<file path="src/hdl/sfr_pkg.sv">
package sfr_pkg;

  // Receive buffer size; the payload limit leaves room for header and trailer
  localparam int unsigned BufferBytes = 256;
  localparam logic [15:0] LenLimit    = 16'(BufferBytes - 8);

  localparam logic [31:0] CrcPoly = 32'h04C1_1DB7;
  localparam logic [31:0] CrcInit = 32'hFFFF_FFFF;

  localparam logic [7:0]  StartByteRst  = 8'h5F;
  localparam logic [15:0] MaxPayloadRst = 16'd248;

  // Configuration register indexes
  localparam logic CfgStartByte  = 1'b0;
  localparam logic CfgMaxPayload = 1'b1;

  typedef enum logic [1:0] {
    ST_GOOD    = 2'd0,
    ST_CRC_ERR = 2'd1,
    ST_LEN_ERR = 2'd2
  } status_t;

  typedef struct packed {
    status_t     status;
    logic [15:0] payload_length;
    logic [7:0]  command;
    logic [31:0] received_crc;
    logic [31:0] computed_crc;
  } result_t;

  // CRC-32/MPEG-2 update by one byte, MSB first
  function automatic logic [31:0] crc32_byte(input logic [31:0] crc_in,
                                             input logic [7:0]  din);
    logic [31:0] c;
    c = crc_in ^ {din, 24'h0};
    for (int i = 0; i < 8; i++) begin
      if (c[31]) begin
        c = {c[30:0], 1'b0} ^ CrcPoly;
      end else begin
        c = {c[30:0], 1'b0};
      end
    end
    return c;
  endfunction

endpackage

</file>
<file path="src/hdl/sfr_parser.sv">
module sfr_parser (
  input  logic            clk,
  input  logic            rst_n,
  input  logic            step,
  input  logic [7:0]      rx_byte,
  input  logic [7:0]      start_byte,
  input  logic [15:0]     max_payload,
  output logic            res_valid,
  output sfr_pkg::result_t res
);
  import sfr_pkg::*;

  typedef enum logic [1:0] {
    PH_HUNT,
    PH_HEADER,
    PH_PAYLOAD,
    PH_TRAILER
  } phase_t;

  phase_t      phase_r, phase_nxt;
  logic [15:0] pos_r, pos_nxt;
  logic [15:0] len_r, len_nxt;
  logic [7:0]  cmd_r, cmd_nxt;
  logic [31:0] crc_r, crc_nxt;
  logic [31:0] shift_r, shift_nxt;
  logic [1:0]  pad_r, pad_nxt;
  logic [15:0] limit;
  logic [15:0] pos_inc;

  assign limit   = (max_payload < LenLimit) ? max_payload : LenLimit;
  assign pos_inc = pos_r + 16'd1;

  always_comb begin
    phase_nxt = phase_r;
    pos_nxt   = pos_r;
    len_nxt   = len_r;
    cmd_nxt   = cmd_r;
    crc_nxt   = crc_r;
    shift_nxt = shift_r;
    pad_nxt   = pad_r;
    res_valid = 1'b0;
    res       = '0;
    unique case (phase_r)
      PH_HUNT: begin
        if (rx_byte == start_byte) begin
          crc_nxt   = crc32_byte(CrcInit, rx_byte);
          len_nxt   = '0;
          cmd_nxt   = '0;
          shift_nxt = '0;
          pad_nxt   = '0;
          pos_nxt   = 16'd1;
          phase_nxt = PH_HEADER;
        end
      end
      PH_HEADER: begin
        crc_nxt = crc32_byte(crc_r, rx_byte);
        if (pos_r == 16'd1) begin
          len_nxt = {rx_byte, 8'h00};
          pos_nxt = 16'd2;
        end else if (pos_r == 16'd2) begin
          len_nxt = {len_r[15:8], rx_byte};
          pos_nxt = 16'd3;
          if (len_nxt > limit) begin
            res_valid          = 1'b1;
            res.status         = ST_LEN_ERR;
            res.payload_length = len_nxt;
            phase_nxt          = PH_HUNT;
            pos_nxt            = '0;
            shift_nxt          = '0;
            pad_nxt            = '0;
          end
        end else begin
          cmd_nxt   = rx_byte;
          pad_nxt   = 2'd0 - len_r[1:0];
          pos_nxt   = '0;
          phase_nxt = (len_r == 16'd0) ? PH_TRAILER : PH_PAYLOAD;
        end
      end
      PH_PAYLOAD: begin
        crc_nxt = crc32_byte(crc_r, rx_byte);
        if (pos_inc >= len_r) begin
          pos_nxt   = '0;
          phase_nxt = PH_TRAILER;
        end else begin
          pos_nxt = pos_inc;
        end
      end
      PH_TRAILER: begin
        shift_nxt = {shift_r[23:0], rx_byte};
        pos_nxt   = pos_inc;
        // feed one zero pad byte per trailer byte until aligned
        if (pad_r != 2'd0) begin
          crc_nxt = crc32_byte(crc_r, 8'h00);
          pad_nxt = pad_r - 2'd1;
        end
        if (pos_inc >= 16'd4) begin
          res_valid          = 1'b1;
          res.status         = (crc_nxt == shift_nxt) ? ST_GOOD : ST_CRC_ERR;
          res.payload_length = len_r;
          res.command        = cmd_r;
          res.received_crc   = shift_nxt;
          res.computed_crc   = crc_nxt;
          phase_nxt          = PH_HUNT;
          pos_nxt            = '0;
          shift_nxt          = '0;
          pad_nxt            = '0;
        end
      end
      default: begin
        phase_nxt = PH_HUNT;
      end
    endcase
    if (!step) begin
      res_valid = 1'b0;
    end
  end

  always_ff @(posedge clk) begin
    if (!rst_n) begin
      phase_r <= PH_HUNT;
      pos_r   <= '0;
      len_r   <= '0;
      cmd_r   <= '0;
      crc_r   <= CrcInit;
      shift_r <= '0;
      pad_r   <= '0;
    end else if (step) begin
      phase_r <= phase_nxt;
      pos_r   <= pos_nxt;
      len_r   <= len_nxt;
      cmd_r   <= cmd_nxt;
      crc_r   <= crc_nxt;
      shift_r <= shift_nxt;
      pad_r   <= pad_nxt;
    end
  end

endmodule

</file>
<file path="src/hdl/sfr_out_fifo.sv">
module sfr_out_fifo (
  input  logic             clk,
  input  logic             rst_n,
  input  logic             push,
  input  sfr_pkg::result_t push_data,
  output logic             space,
  output logic             pop_valid,
  input  logic             pop_ready,
  output sfr_pkg::result_t pop_data
);
  import sfr_pkg::*;

  result_t    ent_r [2];
  logic       wr_ptr_r;
  logic       rd_ptr_r;
  logic [1:0] cnt_r;
  logic       pop;

  assign space     = (cnt_r != 2'd2);
  assign pop_valid = (cnt_r != 2'd0);
  assign pop_data  = ent_r[rd_ptr_r];
  assign pop       = pop_valid && pop_ready;

  always_ff @(posedge clk) begin
    if (push) begin
      ent_r[wr_ptr_r] <= push_data;
    end
  end

  always_ff @(posedge clk) begin
    if (!rst_n) begin
      wr_ptr_r <= 1'b0;
      rd_ptr_r <= 1'b0;
      cnt_r    <= 2'd0;
    end else begin
      if (push) begin
        wr_ptr_r <= ~wr_ptr_r;
      end
      if (pop) begin
        rd_ptr_r <= ~rd_ptr_r;
      end
      if (push && !pop) begin
        cnt_r <= cnt_r + 2'd1;
      end else if (pop && !push) begin
        cnt_r <= cnt_r - 2'd1;
      end
    end
  end

endmodule

</file>
<file path="src/hdl/sof_length_crc32_frame_receiver.sv">
// Frame receiver for a byte stream: hunt for the start byte, read a big-endian
// 16-bit payload length, one command byte, the payload and a big-endian
// CRC-32/MPEG-2 trailer. The CRC covers the four header bytes and the payload,
// zero-padded to a multiple of four bytes; the pad bytes are folded in while
// the trailer arrives. One status transaction leaves per frame: good or CRC
// mismatch after the last trailer byte, or a length error right after the
// second length byte when the length exceeds min(max_payload, 248), after
// which the receiver hunts again. A start byte inside a frame is plain data.
// Rate: one byte per clock unless the output queue is full. In the input
// register the byte-wide CRC update and frame state advance in a single pass;
// a status is then written into a two-entry output queue, which keeps input
// flowing while a status waits for out_tready on the out_ side. The user must
// write configuration (cfg_we/cfg_index/cfg_wdata) only while the receiver is
// idle, unchecked by the block: index 0 start byte, index 1 max payload length.
module sof_length_crc32_frame_receiver (
  input  logic        clk,
  input  logic        rst_n,
  // input byte stream
  input  logic        in_tvalid,
  output logic        in_tready,
  input  logic [7:0]  in_tdata,   // [7:0] rx_byte
  // status stream
  output logic        out_tvalid,
  input  logic        out_tready,
  output logic [87:0] out_tdata,  // [15:0] payload_length, [23:16] command,
                                  // [55:24] received_crc, [87:56] computed_crc
  output logic [1:0]  out_tuser,  // [1:0] status
  // configuration writes
  input  logic        cfg_we,
  input  logic        cfg_index,
  input  logic [15:0] cfg_wdata
);
  import sfr_pkg::*;

  logic        in_vld_r;
  logic [7:0]  in_byte_r;
  logic [7:0]  start_byte_r;
  logic [15:0] max_payload_r;
  logic        advance;
  logic        fifo_space;
  logic        res_valid;
  result_t     res;
  result_t     out_res;

  // advance the parser when the queue can take a possible status
  assign advance   = in_vld_r && fifo_space;
  assign in_tready = !in_vld_r || advance;

  always_ff @(posedge clk) begin
    if (!rst_n) begin
      in_vld_r <= 1'b0;
    end else if (in_tready) begin
      in_vld_r <= in_tvalid;
    end
  end

  // hold the byte until the parser takes it
  always_ff @(posedge clk) begin
    if (in_tready && in_tvalid) begin
      in_byte_r <= in_tdata;
    end
  end

  always_ff @(posedge clk) begin
    if (!rst_n) begin
      start_byte_r  <= StartByteRst;
      max_payload_r <= MaxPayloadRst;
    end else if (cfg_we) begin
      unique case (cfg_index)
        CfgStartByte:  start_byte_r  <= cfg_wdata[7:0];
        CfgMaxPayload: max_payload_r <= cfg_wdata;
        default:       ;
      endcase
    end
  end

  sfr_parser u_parser (
    .clk         (clk),
    .rst_n       (rst_n),
    .step        (advance),
    .rx_byte     (in_byte_r),
    .start_byte  (start_byte_r),
    .max_payload (max_payload_r),
    .res_valid   (res_valid),
    .res         (res)
  );

  sfr_out_fifo u_out_fifo (
    .clk       (clk),
    .rst_n     (rst_n),
    .push      (res_valid),
    .push_data (res),
    .space     (fifo_space),
    .pop_valid (out_tvalid),
    .pop_ready (out_tready),
    .pop_data  (out_res)
  );

  assign out_tdata = {out_res.computed_crc, out_res.received_crc,
                      out_res.command, out_res.payload_length};
  assign out_tuser = out_res.status;

endmodule

</file>
<file path="config.mk">
export PLATFORM = sky130hd
export DESIGN_NAME = sof_length_crc32_frame_receiver
export DESIGN_NICKNAME = d
export VERILOG_FILES = /design/src/hdl/sfr_pkg.sv /design/src/hdl/sfr_parser.sv /design/src/hdl/sfr_out_fifo.sv /design/src/hdl/sof_length_crc32_frame_receiver.sv
export SDC_FILE = /design/constraint.sdc
export NUM_CORES = 1
export LEC_CHECK = 0
export BUFFER_PORTS_ARGS = -buffer_cell sky130_fd_sc_hd__buf_2
export CORE_AREA = 2 2 296 240
export CTS_BUF_LIST = sky130_fd_sc_hd__clkbuf_16
export DETAILED_ROUTE_END_ITERATION = 16
export DIE_AREA = 0 0 298 242
export MAX_ROUTING_LAYER = met4
export PLACE_DENSITY = 0.37
export SLEW_MARGIN = 5
export SYNTH_ARGS = -nofsm -noshare
export SYNTH_HDL_FRONTEND = slang
export SYNTH_SLANG_ARGS = --single-unit
</file>
<file path="constraint.sdc">
create_clock -name clk -period 12.7 [get_ports clk]
set_input_delay 1.905 -clock clk [delete_from_list [all_inputs] [get_ports clk]]
set_output_delay 1.905 -clock clk [all_outputs]
set_load 0.01 [all_outputs]
</file>
Word-level counts from Yosys, hierarchy flattened --
Memories as Yosys holds them, arrays and structs flattened. A register that Yosys moved wholly into a read port is not among the register bits. Index checks and enable logic that the tools add are counted.
Storage, ports and cells: memory bits (read-only) 0, latch bits 0, input bits 30, memory bits (writable) 180, memories 1, output and inout bits 92, register bits after elaboration 137
Memory list:
- u_out_fifo.ent_r | depth 2, width 90, rd ports 1, clocked after Yosys merged registers in 1, write ports 1, line sfr_out_fifo.sv:13 | result_t ent_r [2];
Operators by class: $add $sub $neg 5, shifts and indexed selects 0, reduce and logical (&&, ||, !) cells 25, muxes and demuxes 132, equal/unequal tests 19, divide/modulo/power cells 0, bitwise gates (word level) 36, order comparisons 4, $mul 0
Operators by type and width (count):
- two-way mux 32 bit | 45
- two-way mux 27 bit | 31
- NOT 14 bit | 31
- case mux 32 bit (4 select lines) | 1
- two-way mux 24 bit | 5
- two-way mux 16 bit | 7
- two-way mux 89 bit | 1
- two-way mux 72 bit | 1
- case mux 24 bit (3 select lines) | 1
- case mux 16 bit (4 select lines) | 1
- two-way mux 18 bit | 3
- case mux 18 bit (2 select lines) | 1
- == test 32 bit | 1
- two-way mux 8 bit | 4
- NOT 32 bit | 1
- case mux 16 bit (2 select lines) | 1
- bitwise XOR 32 bit | 1
- two-way mux 2 bit | 15
- AND reduction 6 bit | 3
- adder 16 x 1 -> 16 bit (second input constant) | 1
- == test 16 x 1 -> 1 bit (second input constant) | 1
- == test 16 x 2 -> 1 bit (second input constant) | 1
- >= comparator 16 bit | 1
- >= comparator 16 x 3 -> 1 bit (second input constant) | 1
- 28 further kinds | 62

Longest topological paths before layout --
Gate-level depths: netlist of run 1.
depth in word-level cells 36, depth in mapped cells 17, mapped depth without buffers 16

By module --
Synthesis of run 1 repeated with hierarchy kept, for this count alone.
Unflattened totals: cells, all modules 1609, area, all modules 17590.6 sq um
By module, submodules not included:
- sfr_parser | sequential area each 2001.9 sq um, cells each 1184, area an instance 9631.7 sq um, instances 1
- sfr_out_fifo | sequential area each 5505.3 sq um, cells each 302, area an instance 6688.9 sq um, instances 1
- sof_length_crc32_frame_receiver | sequential area each 740.7 sq um, cells each 123, area an instance 1270.0 sq um, instances 1

Least setup slack after synthesis of run 1 --
Ideal clock, no wire load.
path type reg-to-reg, start point register max_payload_r[8], end point memory u_out_fifo.ent_r[0][0] in the netlist's numbering, enable pin, cell stages (with the launch flop) 13, setup time 0.651 ns, setup slack 3.557 ns, arrival time 8.492 ns, path through dfxtp_1 nor4_1 nand2_1 a31oi_1 nand2_1 ha_1 nor2b_1 o211ai_1 a21oi_1 o21ai_0 a211oi_2 nor2_2 nor3_1
On the way: word-level cells in the longest chain between the ends 10
RTL lines:
- from (decl) | line sof_length_crc32_frame_receiver.sv:38 | logic [15:0] max_payload_r;
- from (signal assigned) | line sof_length_crc32_frame_receiver.sv:67 | max_payload_r <= MaxPayloadRst;
- from (signal assigned) | line sof_length_crc32_frame_receiver.sv:71 | CfgMaxPayload: max_payload_r <= cfg_wdata;
- less-than comparator 16 x 8 -> 1 bit | line sfr_parser.sv:30 | assign limit = (max_payload < LenLimit) ? max_payload : LenLimit;
- two-way mux 16 bit (*) | line sfr_parser.sv:30
- greater-than comparator 16 bit (*) | line sfr_parser.sv:63 | if (len_nxt > limit) begin
- two-way mux 1 bit (*) | line sfr_parser.sv:63
- two-way mux 1 bit (*) | line sfr_parser.sv:60 | end else if (pos_r == 16'd2) begin
- two-way mux 1 bit (*) | line sfr_parser.sv:57 | if (pos_r == 16'd1) begin
- case mux 1 bit (2 select lines) (*) | line sfr_parser.sv:43 | unique case (phase_r)
- two-way mux 1 bit (*) | line sfr_parser.sv:113 | if (!step) begin
- two-way mux 1 bit (*) | line sfr_out_fifo.sv:25 | if (push) begin
- two-way mux 1 bit (not written as such) (*) | line sfr_out_fifo.sv:26 | ent_r[wr_ptr_r] <= push_data;
- to (decl) | line sfr_out_fifo.sv:13
Mark *: on every way between the ends. The rest lies on a longest branch, timed or not.

Worst setup path in the final report of run 1 --
start point register max_payload_r[12], end point memory u_out_fifo.ent_r[0][10] in the netlist's numbering, enable pin
The elaborated chain is that of the path after synthesis.

==> key figures, run 1 <==
Clock tree
  • Post-CTS Setup Repair Bufs: 0
  • Total number of clock tree sinks: between 300 and 400
  • Insertion delay of the later-clocked pin in the worst-skew pair: 560 ps
  • Clock Root Buffer: sky130_fd_sc_hd__clkbuf_16
  • Number of H-tree branching levels: 2
  • Total of hold buffers inserted after clock tree synthesis: 0
  • Number of buffers on the longest clock path: 3
  • Clock-pin slew on the worst setup and hold paths: roughly 60 ps
  • Number of cells upsized or downsized after cts: 0
  • Clock tree from TritonCTS: built
  • CTS Buf Count: 39

Routing
  • Number of vias per cell after detailed routing: between 4 and 5
  • Total wire length after detailed routing: 57900 µm
  • Via total after detailed routing: 12700
  • Number of DRC markers after the initial detailed-route iteration: 929
  • Drc violations: 0
  • 1st-pass router iterations: 5
  • Antenna violation net count after detailed routing: 0
  • Routed wire per std cell: approximately 22 µm

Floorplan
  • Die X-Extent: 298 µm
  • Floorplan Core Area: 69400 µm²
  • Number of placement rows: 87
  • Die boundary height: 242 µm
  • Effective utilization at floorplan: 0.247
  • Boundary pin count: 122
  • Area enclosed by the die boundary: about 72000 µm²

Synth
  • Sequential share of the synthesized area: 0.482
  • Count of distinct cell types in the synthesized netlist: 73
  • Syn Area/Cell: 10.4 µm²
  • Main synth FF type: sky130_fd_sc_hd__edfxtp_1
  • Register bit total from synthesis: 318
  • Cell area after synthesis: 17100 µm²
  • Share of synthesized registers carrying an async set or reset: 0
  • Post-synthesis cell count: 1642
  • EDFF count, synth: roughly 190
  • Yosys synthesis warning count: 0

Critical path
  • RR Startpoint: max_payload_r[12]$_SDFFE_PN0P_
  • Maximum single-stage delay on the critical path: approximately 730 ps
  • Start point of the critical path: max_payload_r[12]$_SDFFE_PN0P_
  • Worst reg-to-reg setup slack: about 7400 ps
  • Slowest cell on the critical path: sky130_fd_sc_hd__buf_4
  • Worst path bufs/invs: 2
  • Crit path kind: flop to flop
  • List of cells traversed by the critical path: nor4_1 -> nand2_1 -> a31oi_1 -> nand2_1 -> ha_1 -> nor2b_1 -> o211ai_1 -> a21oi_1 -> o21ai_0 -> a211oi_2 -> nor2_2 -> nor3_2 -> buf_4 -> buf_4
  • Crit path depth: 14
  • Crit path arrival time: 5460 ps
  • End of the critical path: u_out_fifo.ent_r[0][10]$_DFFE_PP_
  • Worst EP required: 12890 ps
  • Cell class contributing the biggest share of worst-path delay: compound AO/OA/AOI/OAI gates
  • Crit Reg-Reg Endpoint: u_out_fifo.ent_r[0][10]$_DFFE_PP_
  • Number of cells on the worst reg-to-reg path: 14
  • Type of destination of the critical path: flop
  • Crit start category: flop
  • Crit-path max FO: 53

Placed design
  • Total half-perimeter wirelength after legalization and detailed placement: 40300 µm
  • Placer Congestion: slightly below 0.9
  • Number of buffer cells added on primary ports: 121

Timing
  • Fin. Hold Viols: 0
  • Final Critical Period: between 5000 and 6000 ps
  • Count of final setup violators: 0
  • Setup repair after global routing missed its margin: no
  • Slew Limit Headroom: 0.212
  • Post-Route Setup TNS: 0 ps
  • Number of pins exceeding their max-slew limit in the final report: 0
  • Final worst path period share: 0.415
  • Upper clock frequency limit: 190 MHz
  • Worst Max-Slew Pin Slew: 1170 ps
  • Max Clock Skew: 20.2 ps

Cells and area
  • Final core area utilization: 0.286
  • Commonest non-fill, non-tap cell in the layout: sky130_fd_sc_hd__edfxtp_1
  • Nets: 1789
  • Growth of design area from synthesis to finish: 16.2%
  • Antenna cell count: 0
  • Ratio of cells with drive above 1 in the final layout: 0.186
  • Commonest non-fill, non-tap cells in the layout: 188 x sky130_fd_sc_hd__edfxtp_1, 151 x sky130_fd_sc_hd__nand2_1, 148 x sky130_fd_sc_hd__xnor2_1
  • Number of fill cells: 7313

GRT
  • Wire length of the first global-routing pass: 85500 µm
  • Remaining Overflow, GRT: 0
  • Combined global-route utilization of all metal layers: 0.162
  • Maximum number of pins on one net before global-route repair: 74
  • Initial antenna violation count: 0
  • Number of global-route vias before repair: 12600

Flow run
  • Max_cap viols: 0

Power
  • Leakage: between 6 and 7 nW
  • Switching power share of the total: 0.235
  • Portion of total power attributed to sequential cells: 0.468
  • Internal power contribution: 0.00179 W
  • Clock power share: 0.470
  • P per Cell Area: 117 nW/µm²
  • Share of power burned in combinational logic: 0.063
  • Switching pwr: between 0.0005 and 0.0006 W
  • Maximum vdd ir drop: 0.0717 mV

Hold path
  • Classification of the worst-slack hold path: flop to flop

Outcome
  • Status: complete, no violations
-- per-layer routing --
layer	vias to the layer above	wire, µm	GRT usage
li1	6005	-	-
met1	6276	29700	0.236
met2	304	24300	0.231
met3	72	2980	0.0315
met4	0	998	0.0347
met5	-	0	-
-- tightest hold or removal path: stages (launching register included) --
cell and delay [ps]:
sky130_fd_sc_hd__dfxtp_1 300, sky130_fd_sc_hd__nand2_1 50, sky130_fd_sc_hd__a21oi_1 50
-- flip-flops by register name, summed over array words and instances, names as in the netlist, 2 cells and up, named ones only --
signal / cells
u_parser.pos_r: 16
u_out_fifo.cnt_r: 2
u_parser.cmd_r: 8
in_byte_r: 8
u_parser.crc_r: 32
u_out_fifo.ent_r: 180
start_byte_r: 8
u_parser.shift_r: 24
u_parser.len_r: 16
max_payload_r: 16
u_parser.pad_r: 2
-- power by group through the flow --
| stage | Clock (W) | Combinational [W] | Sequential (W) |
|---|---|---|---|
| 2_1_floorplan | 0 | 0.000103 | 0.00111 |
| 3_3_place_gp | 0 | 0.000146 | 0.00111 |
| 3_5_place_dp | 0 | 0.000145 | 0.00111 |
| 4_1_cts | 0.00114 | 0.000147 | 0.00109 |
| 5_1_grt | 0.00117 | 0.000159 | 0.00109 |
| 6_report | 0.00110 | 0.000146 | 0.00109 |
-- metrics by stage --
step / setup slack, ps / hold WS [ps] / instances / power, W / cell area, µm²
after global placement: 7400 / 442 / 2609 / 0.00126 / 18600
after floorplan: 3560 / 427 / 1649 / 0.00121 / 17100
final: 7430 / 444 / 2680 / 0.00234 / 19900
after detailed placement: 7400 / 440 / 2609 / 0.00126 / 18600
after global routing: 6920 / 457 / 2680 / 0.00243 / 19900
after CTS: 7380 / 448 / 2680 / 0.00238 / 19900
-- worst min path at each step --
stage,startpoint,cells past startpoint,slack [ps],end
after floorplan,u_parser.cmd_r[0]$_SDFFE_PN0P_,2,430,u_parser.cmd_r[0]$_SDFFE_PN0P_
after global placement,u_parser.cmd_r[4]$_SDFFE_PN0P_,2,440,u_parser.cmd_r[4]$_SDFFE_PN0P_
after detailed placement,u_parser.cmd_r[7]$_SDFFE_PN0P_,2,440,u_parser.cmd_r[7]$_SDFFE_PN0P_
after CTS,u_parser.cmd_r[7]$_SDFFE_PN0P_,2,450,u_parser.cmd_r[7]$_SDFFE_PN0P_
after global routing,u_parser.cmd_r[7]$_SDFFE_PN0P_,2,460,u_parser.cmd_r[7]$_SDFFE_PN0P_
final,u_parser.cmd_r[7]$_SDFFE_PN0P_,2,440,u_parser.cmd_r[7]$_SDFFE_PN0P_
-- kinds of logic after synthesis --
kind of cell               share of synthesized area
DFF                                            0.482
xor gates and xnor gates                       0.130
adders and majority gates                     0.0314
muxes                                         0.0680
AOI/OAI and AO/OA                              0.119
buffers and inverters                         0.0409
and+or+nand+nor                                0.129
other                                       0.000219
-- final cells by class --
class                      instances  area [µm²]  share of cell area
inverter                          46         173             0.00868
clock inverter                    30         225              0.0113
tap                              934        1170              0.0588
timing repair buffer             149         816              0.0410
clock buffer                      41        1030              0.0516
sequential                       318        8250               0.415
multi-input combinational       1162        8230               0.414
-- synth_stat cells (all sizes together), types with 14 or more instances --
library cell    n  area share
nand3          44       0.013
inv            44      0.0096
and2           47       0.017
buf            34       0.011
o31ai          14      0.0061
xnor2         156       0.085
o21ai          71       0.021
dfxtp         130        0.15
mux2           91       0.060
nor2          115       0.025
mux2i          14      0.0082
clkbuf         89       0.020
nand4          36       0.013
ha             43       0.031
xor2           71       0.038
nand2         151       0.033
edfxtp        188        0.33
a21oi          96       0.028
Power figures use the tool's default switching activity.
==> inputs of run 2 (changes only) <==
==> constraint.sdc (replaced) <==
create_clock -name clk -period 4.9 [get_ports clk]
set_input_delay 0.735 -clock clk [delete_from_list [all_inputs] [get_ports clk]]
set_output_delay 0.735 -clock clk [all_outputs]
set_load 0.01 [all_outputs]
==> run 2 against run 1 <==
Total power rose to 2.6 times the previous value. Count of clock-buffer cells in the layout fell by 2. Register-to-register slack got worse by 6600 ps. Combinational power rose to 2.6 times the previous value. Die area did not move. Final cell count rose by 0.22%. Sequential share of layout area fell by 0.31 points. First-iteration DRC count rose by 2.7%. Hold slack got worse by 85 ps. Sequential power rose to 2.6 times the previous value. Critical endpoint is now u_out_fifo.ent_r[1][89]$_DFFE_PP_.
==> key figures, run 2 (same netlist as run 1, synthesis figures left out) <==
Outcome
  • Status: complete, no violations

Cells and area
  • Storage cell area: 8250 µm²
  • Growth of design area from synthesis to finish: 17.0%
  • Fin cells: roughly 2700
  • Ratio of cells with drive above 1 in the final layout: 0.192
  • Commonest non-fill, non-tap cells in the layout: 188 x sky130_fd_sc_hd__edfxtp_1, 151 x sky130_fd_sc_hd__nand2_1, 148 x sky130_fd_sc_hd__xnor2_1
  • Number of fill cells: 7335
  • Layout Cell Area excl Fill: 20000 µm²
  • Commonest non-fill, non-tap cell in the layout: sky130_fd_sc_hd__edfxtp_1
  • Nets: 1796
  • Area of the multi-input gates: between 8000 and 9000 µm²
  • Biggest regs: u_out_fifo.ent_r x180, u_parser.crc_r x32, u_parser.shift_r x24
  • Register name with the most flops: u_out_fifo.ent_r
  • Max reg flops: 180
  • Antenna cell count: 0

Floorplan
  • Boundary pin count: 122
  • Effective utilization at floorplan: 0.247
  • Die boundary height: about 240 µm
  • Die X-Extent: between 200 and 300 µm
  • Area enclosed by the die boundary: 72100 µm²
  • Floorplan Core Area: 69400 µm²
  • Number of placement rows: 87

Clock tree
  • Insertion delay of the later-clocked pin in the worst-skew pair: 570 ps
  • Clock-pin slew on the worst setup and hold paths: ~60 ps
  • Clock Root Buffer: sky130_fd_sc_hd__clkbuf_16
  • Number of cells upsized or downsized after cts: 0
  • Clock tree from TritonCTS: built
  • Total of hold buffers inserted after clock tree synthesis: 0
  • Number of buffers on the longest clock path: 3
  • Number of H-tree branching levels: 2
  • CTS Buf Count: 37
  • Post-CTS Setup Repair Bufs: 0
  • Total number of clock tree sinks: 318

Timing
  • Final Critical Period: 4070 ps
  • Post-Route Setup TNS: 0 ps
  • Setup repair after global routing missed its margin: no
  • Number of pins exceeding their max-slew limit in the final report: 0
  • Max Clock Skew: 30.1 ps
  • Count of final setup violators: 0
  • Fin. Hold Viols: 0
  • Worst hold-check slack: 359 ps
  • Slew Limit Headroom: 0.211
  • Upper clock frequency limit: ~250 MHz
  • Worst Max-Slew Pin Slew: 1180 ps
  • Final worst path period share: 0.831

Critical path
  • Worst EP required: 5130 ps
  • Crit start category: flop
  • Critical path's most frequent cell: sky130_fd_sc_hd__nand2_1
  • Type of destination of the critical path: flop
  • Slowest cell on the critical path: sky130_fd_sc_hd__a211oi_4
  • List of cells traversed by the critical path: nor4_1 -> nand2_1 -> a31oi_1 -> nand2_1 -> ha_1 -> nor2b_1 -> o211ai_1 -> a21oi_1 -> o21ai_2 -> a211oi_4 -> nor2_2 -> nor2_1 -> and2_4 -> buf_12
  • Crit path arrival time: 4300 ps
  • Crit-path max FO: 41
  • Maximum single-stage delay on the critical path: 570 ps
  • Crit path kind: flop to flop

GRT
  • Maximum number of pins on one net before global-route repair: 76
  • Number of global-route vias before repair: 12700
  • Initial antenna violation count: 0
  • Combined global-route utilization of all metal layers: 0.166
  • Wire length of the first global-routing pass: 87300 µm
  • Remaining Overflow, GRT: 0

Routing
  • Number of vias per cell after detailed routing: 4.73
  • Via total after detailed routing: 12700
  • Number of DRC markers after the initial detailed-route iteration: roughly 950
  • Top Metal Used: met4
  • 1st-pass router iterations: 5
  • Met2 wire length: 24200 µm
  • Routed met3 length: 3850 µm
  • Total wire length after detailed routing: between 50000 and 60000 µm
  • Routed wire per std cell: 21.8 µm
  • Drc violations: 0
  • Antenna violation net count after detailed routing: 0
  • M1 WL: 29400 µm

Power
  • Maximum vdd ir drop: 0.190 mV
  • P per Cell Area: 304 nW/µm²
  • Leakage: 6.80 nW

Placed design
  • Placer Congestion: ~0.86
  • Number of buffer cells added on primary ports: 121
  • Area of placed instances: around 19000 µm²
  • Total half-perimeter wirelength after legalization and detailed placement: 40600 µm
  • Number of placed instances, taps included: approximately 2600

Hold path
  • Classification of the worst-slack hold path: input pin to flop

Flow run
  • Max_cap viols: 0
run 2: cell count changes in the layout (fill, tap and decap cells not counted), sizes merged:
cell	delta
buf	+9
bufinv	+1
clkbuf	-2
clkinv	-1
clkinvlp	+4
inv	-5
run 2: routing by layer:
metal	global-route usage	up-vias
li1	-	6028
met1	0.243	6214
met2	0.230	402
met3	0.0352	66
met4	0.0383	0
met5	-	-
run 2: through the flow:
| stage | power [W] | setup WS, ps | util |
|---|---|---|---|
| after floorplan | 0.00315 | 27.9 | - |
| after global placement | 0.00327 | 830 | 0.270 |
| after detailed placement | 0.00327 | 788 | 0.270 |
| after CTS | 0.00619 | 786 | 0.289 |
| after global routing | 0.00631 | 459 | 0.289 |
| final | 0.00608 | 830 | 0.289 |
run 2: path summary, 6_finish.rpt:
| check | startpoint | end | slack [ps] | cells past startpoint |
|---|---|---|---|---|
| worst max-delay path | max_payload_r[8]$_SDFFE_PN0P_ | u_out_fifo.ent_r[1][89]$_DFFE_PP_ | 830 | 14 |
| worst min-delay path | in_tdata[0] | in_byte_r[0]$_DFFE_PP_ | 360 | 1 |
| worst max register to register | max_payload_r[8]$_SDFFE_PN0P_ | u_out_fifo.ent_r[1][89]$_DFFE_PP_ | 830 | 14 |
| worst min register to register | u_parser.cmd_r[7]$_SDFFE_PN0P_ | u_parser.cmd_r[7]$_SDFFE_PN0P_ | 450 | 2 |
run 2: power by group:
group / internal, W / switching [W] / total, W
logic: 0.000141 / 0.000238 / 0.000379
clock network: 0.00167 / 0.00120 / 0.00287
registers: 0.00282 / 0.0000170 / 0.00283
run 2: layout make-up:
type / count / share of cell area
clock buffers: 39 / 0.0487
clock inverters: 29 / 0.0137
inverters: 46 / 0.00862
multi-input cells: 1162 / 0.412
flip-flops and latches: 318 / 0.412
well taps: 934 / 0.0583
repair buffers: 158 / 0.0472
run 2: critical path: cells and delay by family (launching register included):
kind / cells / cell delay (ps)
AND/OR/NAND/NOR: 7 / 1560
adder cells (fa/ha/maj): 1 / 290
AO/OA/AOI/OAI: 5 / 1250
flip-flops: 1 / 310
buffers and inverters: 1 / 280
==> inputs of run 3 (changes only) <==
--- a/config.mk
+++ b/config.mk
@@ -11,7 +11,7 @@
 export DETAILED_ROUTE_END_ITERATION = 16
 export DIE_AREA = 0 0 298 242
 export MAX_ROUTING_LAYER = met4
-export PLACE_DENSITY = 0.37
+export PLACE_DENSITY = 0.38
 export SLEW_MARGIN = 5
 export SYNTH_ARGS = -nofsm -noshare
 export SYNTH_HDL_FRONTEND = slang
==> constraint.sdc (replaced) <==
create_clock -name clk -period 3.55 [get_ports clk]
set_input_delay 0.5325 -clock clk [delete_from_list [all_inputs] [get_ports clk]]
set_output_delay 0.5325 -clock clk [all_outputs]
set_load 0.01 [all_outputs]
==> run 3 against run 2 <==
Hold slack got worse by 200 ps. Maximum frequency rose by 21%. Utilization rose by 1.1 points. Sequential share of layout area fell by 1.5 points. Register-to-register slack got worse by 640 ps. Global-route usage rose by 0.38 points. Wire length rose by 2.2%. Total power rose by 36%. Setup slack got worse by 640 ps. Sequential power rose by 38%. Design area rose by 3.8%. Largest cell class is now multi-input combinational cells. Largest power group is now sequential cells.
==> key figures, run 3 (same netlist as run 1, synthesis figures left out) <==
Outcome
  • Status: complete, no violations

Power
  • Leakage: 7.29 nW
  • Share of power burned in combinational logic: 0.069
  • Internal power contribution: 0.00627 W
  • Switching power share of the total: 0.244
  • P per Cell Area: 399 nW/µm²
  • Portion of total power attributed to sequential cells: 0.471
  • Maximum vdd ir drop: 0.241 mV
  • Total power after layout: 0.00829 W
  • Switching pwr: 0.00202 W
  • Clock power share: 0.459

Placed design
  • Post-Place Worst Slack: 29.6 ps
  • Number of buffer cells added on primary ports: about 120
  • Placer Congestion: just under 0.9
  • Total half-perimeter wirelength after legalization and detailed placement: 43300 µm

GRT
  • Initial antenna violation count: 0
  • Combined global-route utilization of all metal layers: 0.170
  • Number of global-route vias before repair: 13100
  • Remaining Overflow, GRT: 0
  • Maximum number of pins on one net before global-route repair: slightly below 80
  • Wire length of the first global-routing pass: 89300 µm

Timing
  • Final Critical Period: 3360 ps
  • Post-Route Setup TNS: 0 ps
  • Worst Max-Slew Pin Slew: 1020 ps
  • Max Clock Skew: 23.0 ps
  • Count of final setup violators: 0
  • Final worst path period share: 0.947
  • Number of pins exceeding their max-slew limit in the final report: 0
  • Fin worst setup slack: 189 ps
  • Slew Limit Headroom: 0.317
  • Upper clock frequency limit: 298 MHz
  • Fin. Hold Viols: 0

Clock tree
  • CTS Buf Count: 38
  • Total number of clock tree sinks: 318
  • Number of cells upsized or downsized after cts: 0
  • Clock Root Buffer: sky130_fd_sc_hd__clkbuf_16
  • Total of hold buffers inserted after clock tree synthesis: 0
  • Clock tree from TritonCTS: built
  • Clock-pin slew on the worst setup and hold paths: 60 ps
  • Post-CTS Setup Repair Bufs: 0
  • Number of H-tree branching levels: 2
  • Insertion delay of the later-clocked pin in the worst-skew pair: roughly 570 ps
  • Number of buffers on the longest clock path: 3

Critical path
  • Crit-path max FO: 7
  • Type of destination of the critical path: flop
  • Worst EP required: about 3800 ps
  • Crit path arrival time: 3600 ps
  • Crit path kind: flop to flop
  • Worst reg-to-reg setup slack: ~190 ps
  • Crit start category: flop

Cells and area
  • Growth of design area from synthesis to finish: 21.4%
  • Biggest regs: u_out_fifo.ent_r x180, u_parser.crc_r x32, u_parser.shift_r x24
  • Commonest non-fill, non-tap cell in the layout: sky130_fd_sc_hd__edfxtp_1
  • Nets: roughly 1900
  • Ratio of cells with drive above 1 in the final layout: 0.234
  • Register name with the most flops: u_out_fifo.ent_r
  • Max reg flops: 180
  • Final core area utilization: 0.299
  • Commonest non-fill, non-tap cells in the layout: 188 x sky130_fd_sc_hd__edfxtp_1, 151 x sky130_fd_sc_hd__nand2_1, 147 x sky130_fd_sc_hd__xnor2_1
  • Antenna cell count: 0

Floorplan
  • Die X-Extent: 298 µm
  • Die boundary height: 242 µm
  • Effective utilization at floorplan: 0.247
  • Floorplan Core Area: 69400 µm²
  • Boundary pin count: 122
  • Number of placement rows: 87
  • Area enclosed by the die boundary: 72100 µm²

Flow run
  • Max_cap viols: 0

Routing
  • 1st-pass router iterations: 5
  • Antenna violation net count after detailed routing: 0
  • Number of DRC markers after the initial detailed-route iteration: a little under 1000
  • Drc violations: 0
  • Total wire length after detailed routing: 59900 µm
  • Routed wire per std cell: 21.6 µm
  • Via total after detailed routing: 13100
  • Number of vias per cell after detailed routing: 4.71

Hold path
  • Classification of the worst-slack hold path: input pin to flop
## run 3: final timing paths
check                                                      from                                end  cells past startpoint
worst max-delay path            u_parser.crc_r[25]$_SDFFE_PN1P_  u_out_fifo.ent_r[0][88]$_DFFE_PP_                      7
worst min-delay path                                in_tdata[0]             in_byte_r[0]$_DFFE_PP_                      1
worst max register to register  u_parser.crc_r[25]$_SDFFE_PN1P_  u_out_fifo.ent_r[0][88]$_DFFE_PP_                      7
worst min register to register   u_parser.cmd_r[6]$_SDFFE_PN0P_     u_parser.cmd_r[6]$_SDFFE_PN0P_                      2
## run 3: power by group through the flow
stage | logic [W] | clock network [W] | registers, W
after floorplan | 0.000368 | 0 | 0.00398
after global placement | 0.000564 | 0 | 0.00399
after detailed placement | 0.000562 | 0 | 0.00399
after CTS | 0.000566 | 0.00393 | 0.00391
after global routing | 0.000617 | 0.00409 | 0.00391
final | 0.000573 | 0.00381 | 0.00391
## run 3: layer usage
metal	vias to the layer above	global-route usage	share of wire
li1	6214	-	-
met5	-	-	0
met2	357	0.236	0.42
met4	0	0.0378	0.018
met1	6427	0.248	0.50
met3	73	0.0375	0.066
## run 3: area by class of cell
class / instances / area (µm²)
Timing Repair Buffer: 245 / 1690
Multi-Input combinational cell: 1162 / 8310
Inverter: 46 / 173
Fill cell: 7292 / 48700
Tap cell: 934 / 1170
Clock inverter: 30 / 221
Clock buffer: 39 / 976
Sequential cell: 318 / 8260
## run 3: through the flow
stage          cell area (µm²)  instances  hold WS [ps]
2_1_floorplan            17200       1649           427
3_3_place_gp             19500       2705           436
3_5_place_dp             19500       2705           443
4_1_cts                  20700       2774           118
5_1_grt                  20800       2774           140
6_report                 20800       2774           155
## run 3: critical path, stage by stage (launching register included)
cell,delay [ps]
sky130_fd_sc_hd__dfxtp_1,590
sky130_fd_sc_hd__xnor3_1,560
sky130_fd_sc_hd__xor2_1,340
sky130_fd_sc_hd__xnor2_1,180
sky130_fd_sc_hd__a32o_1,290
sky130_fd_sc_hd__or3_1,340
sky130_fd_sc_hd__nor4_1,470
sky130_fd_sc_hd__a31oi_1,280
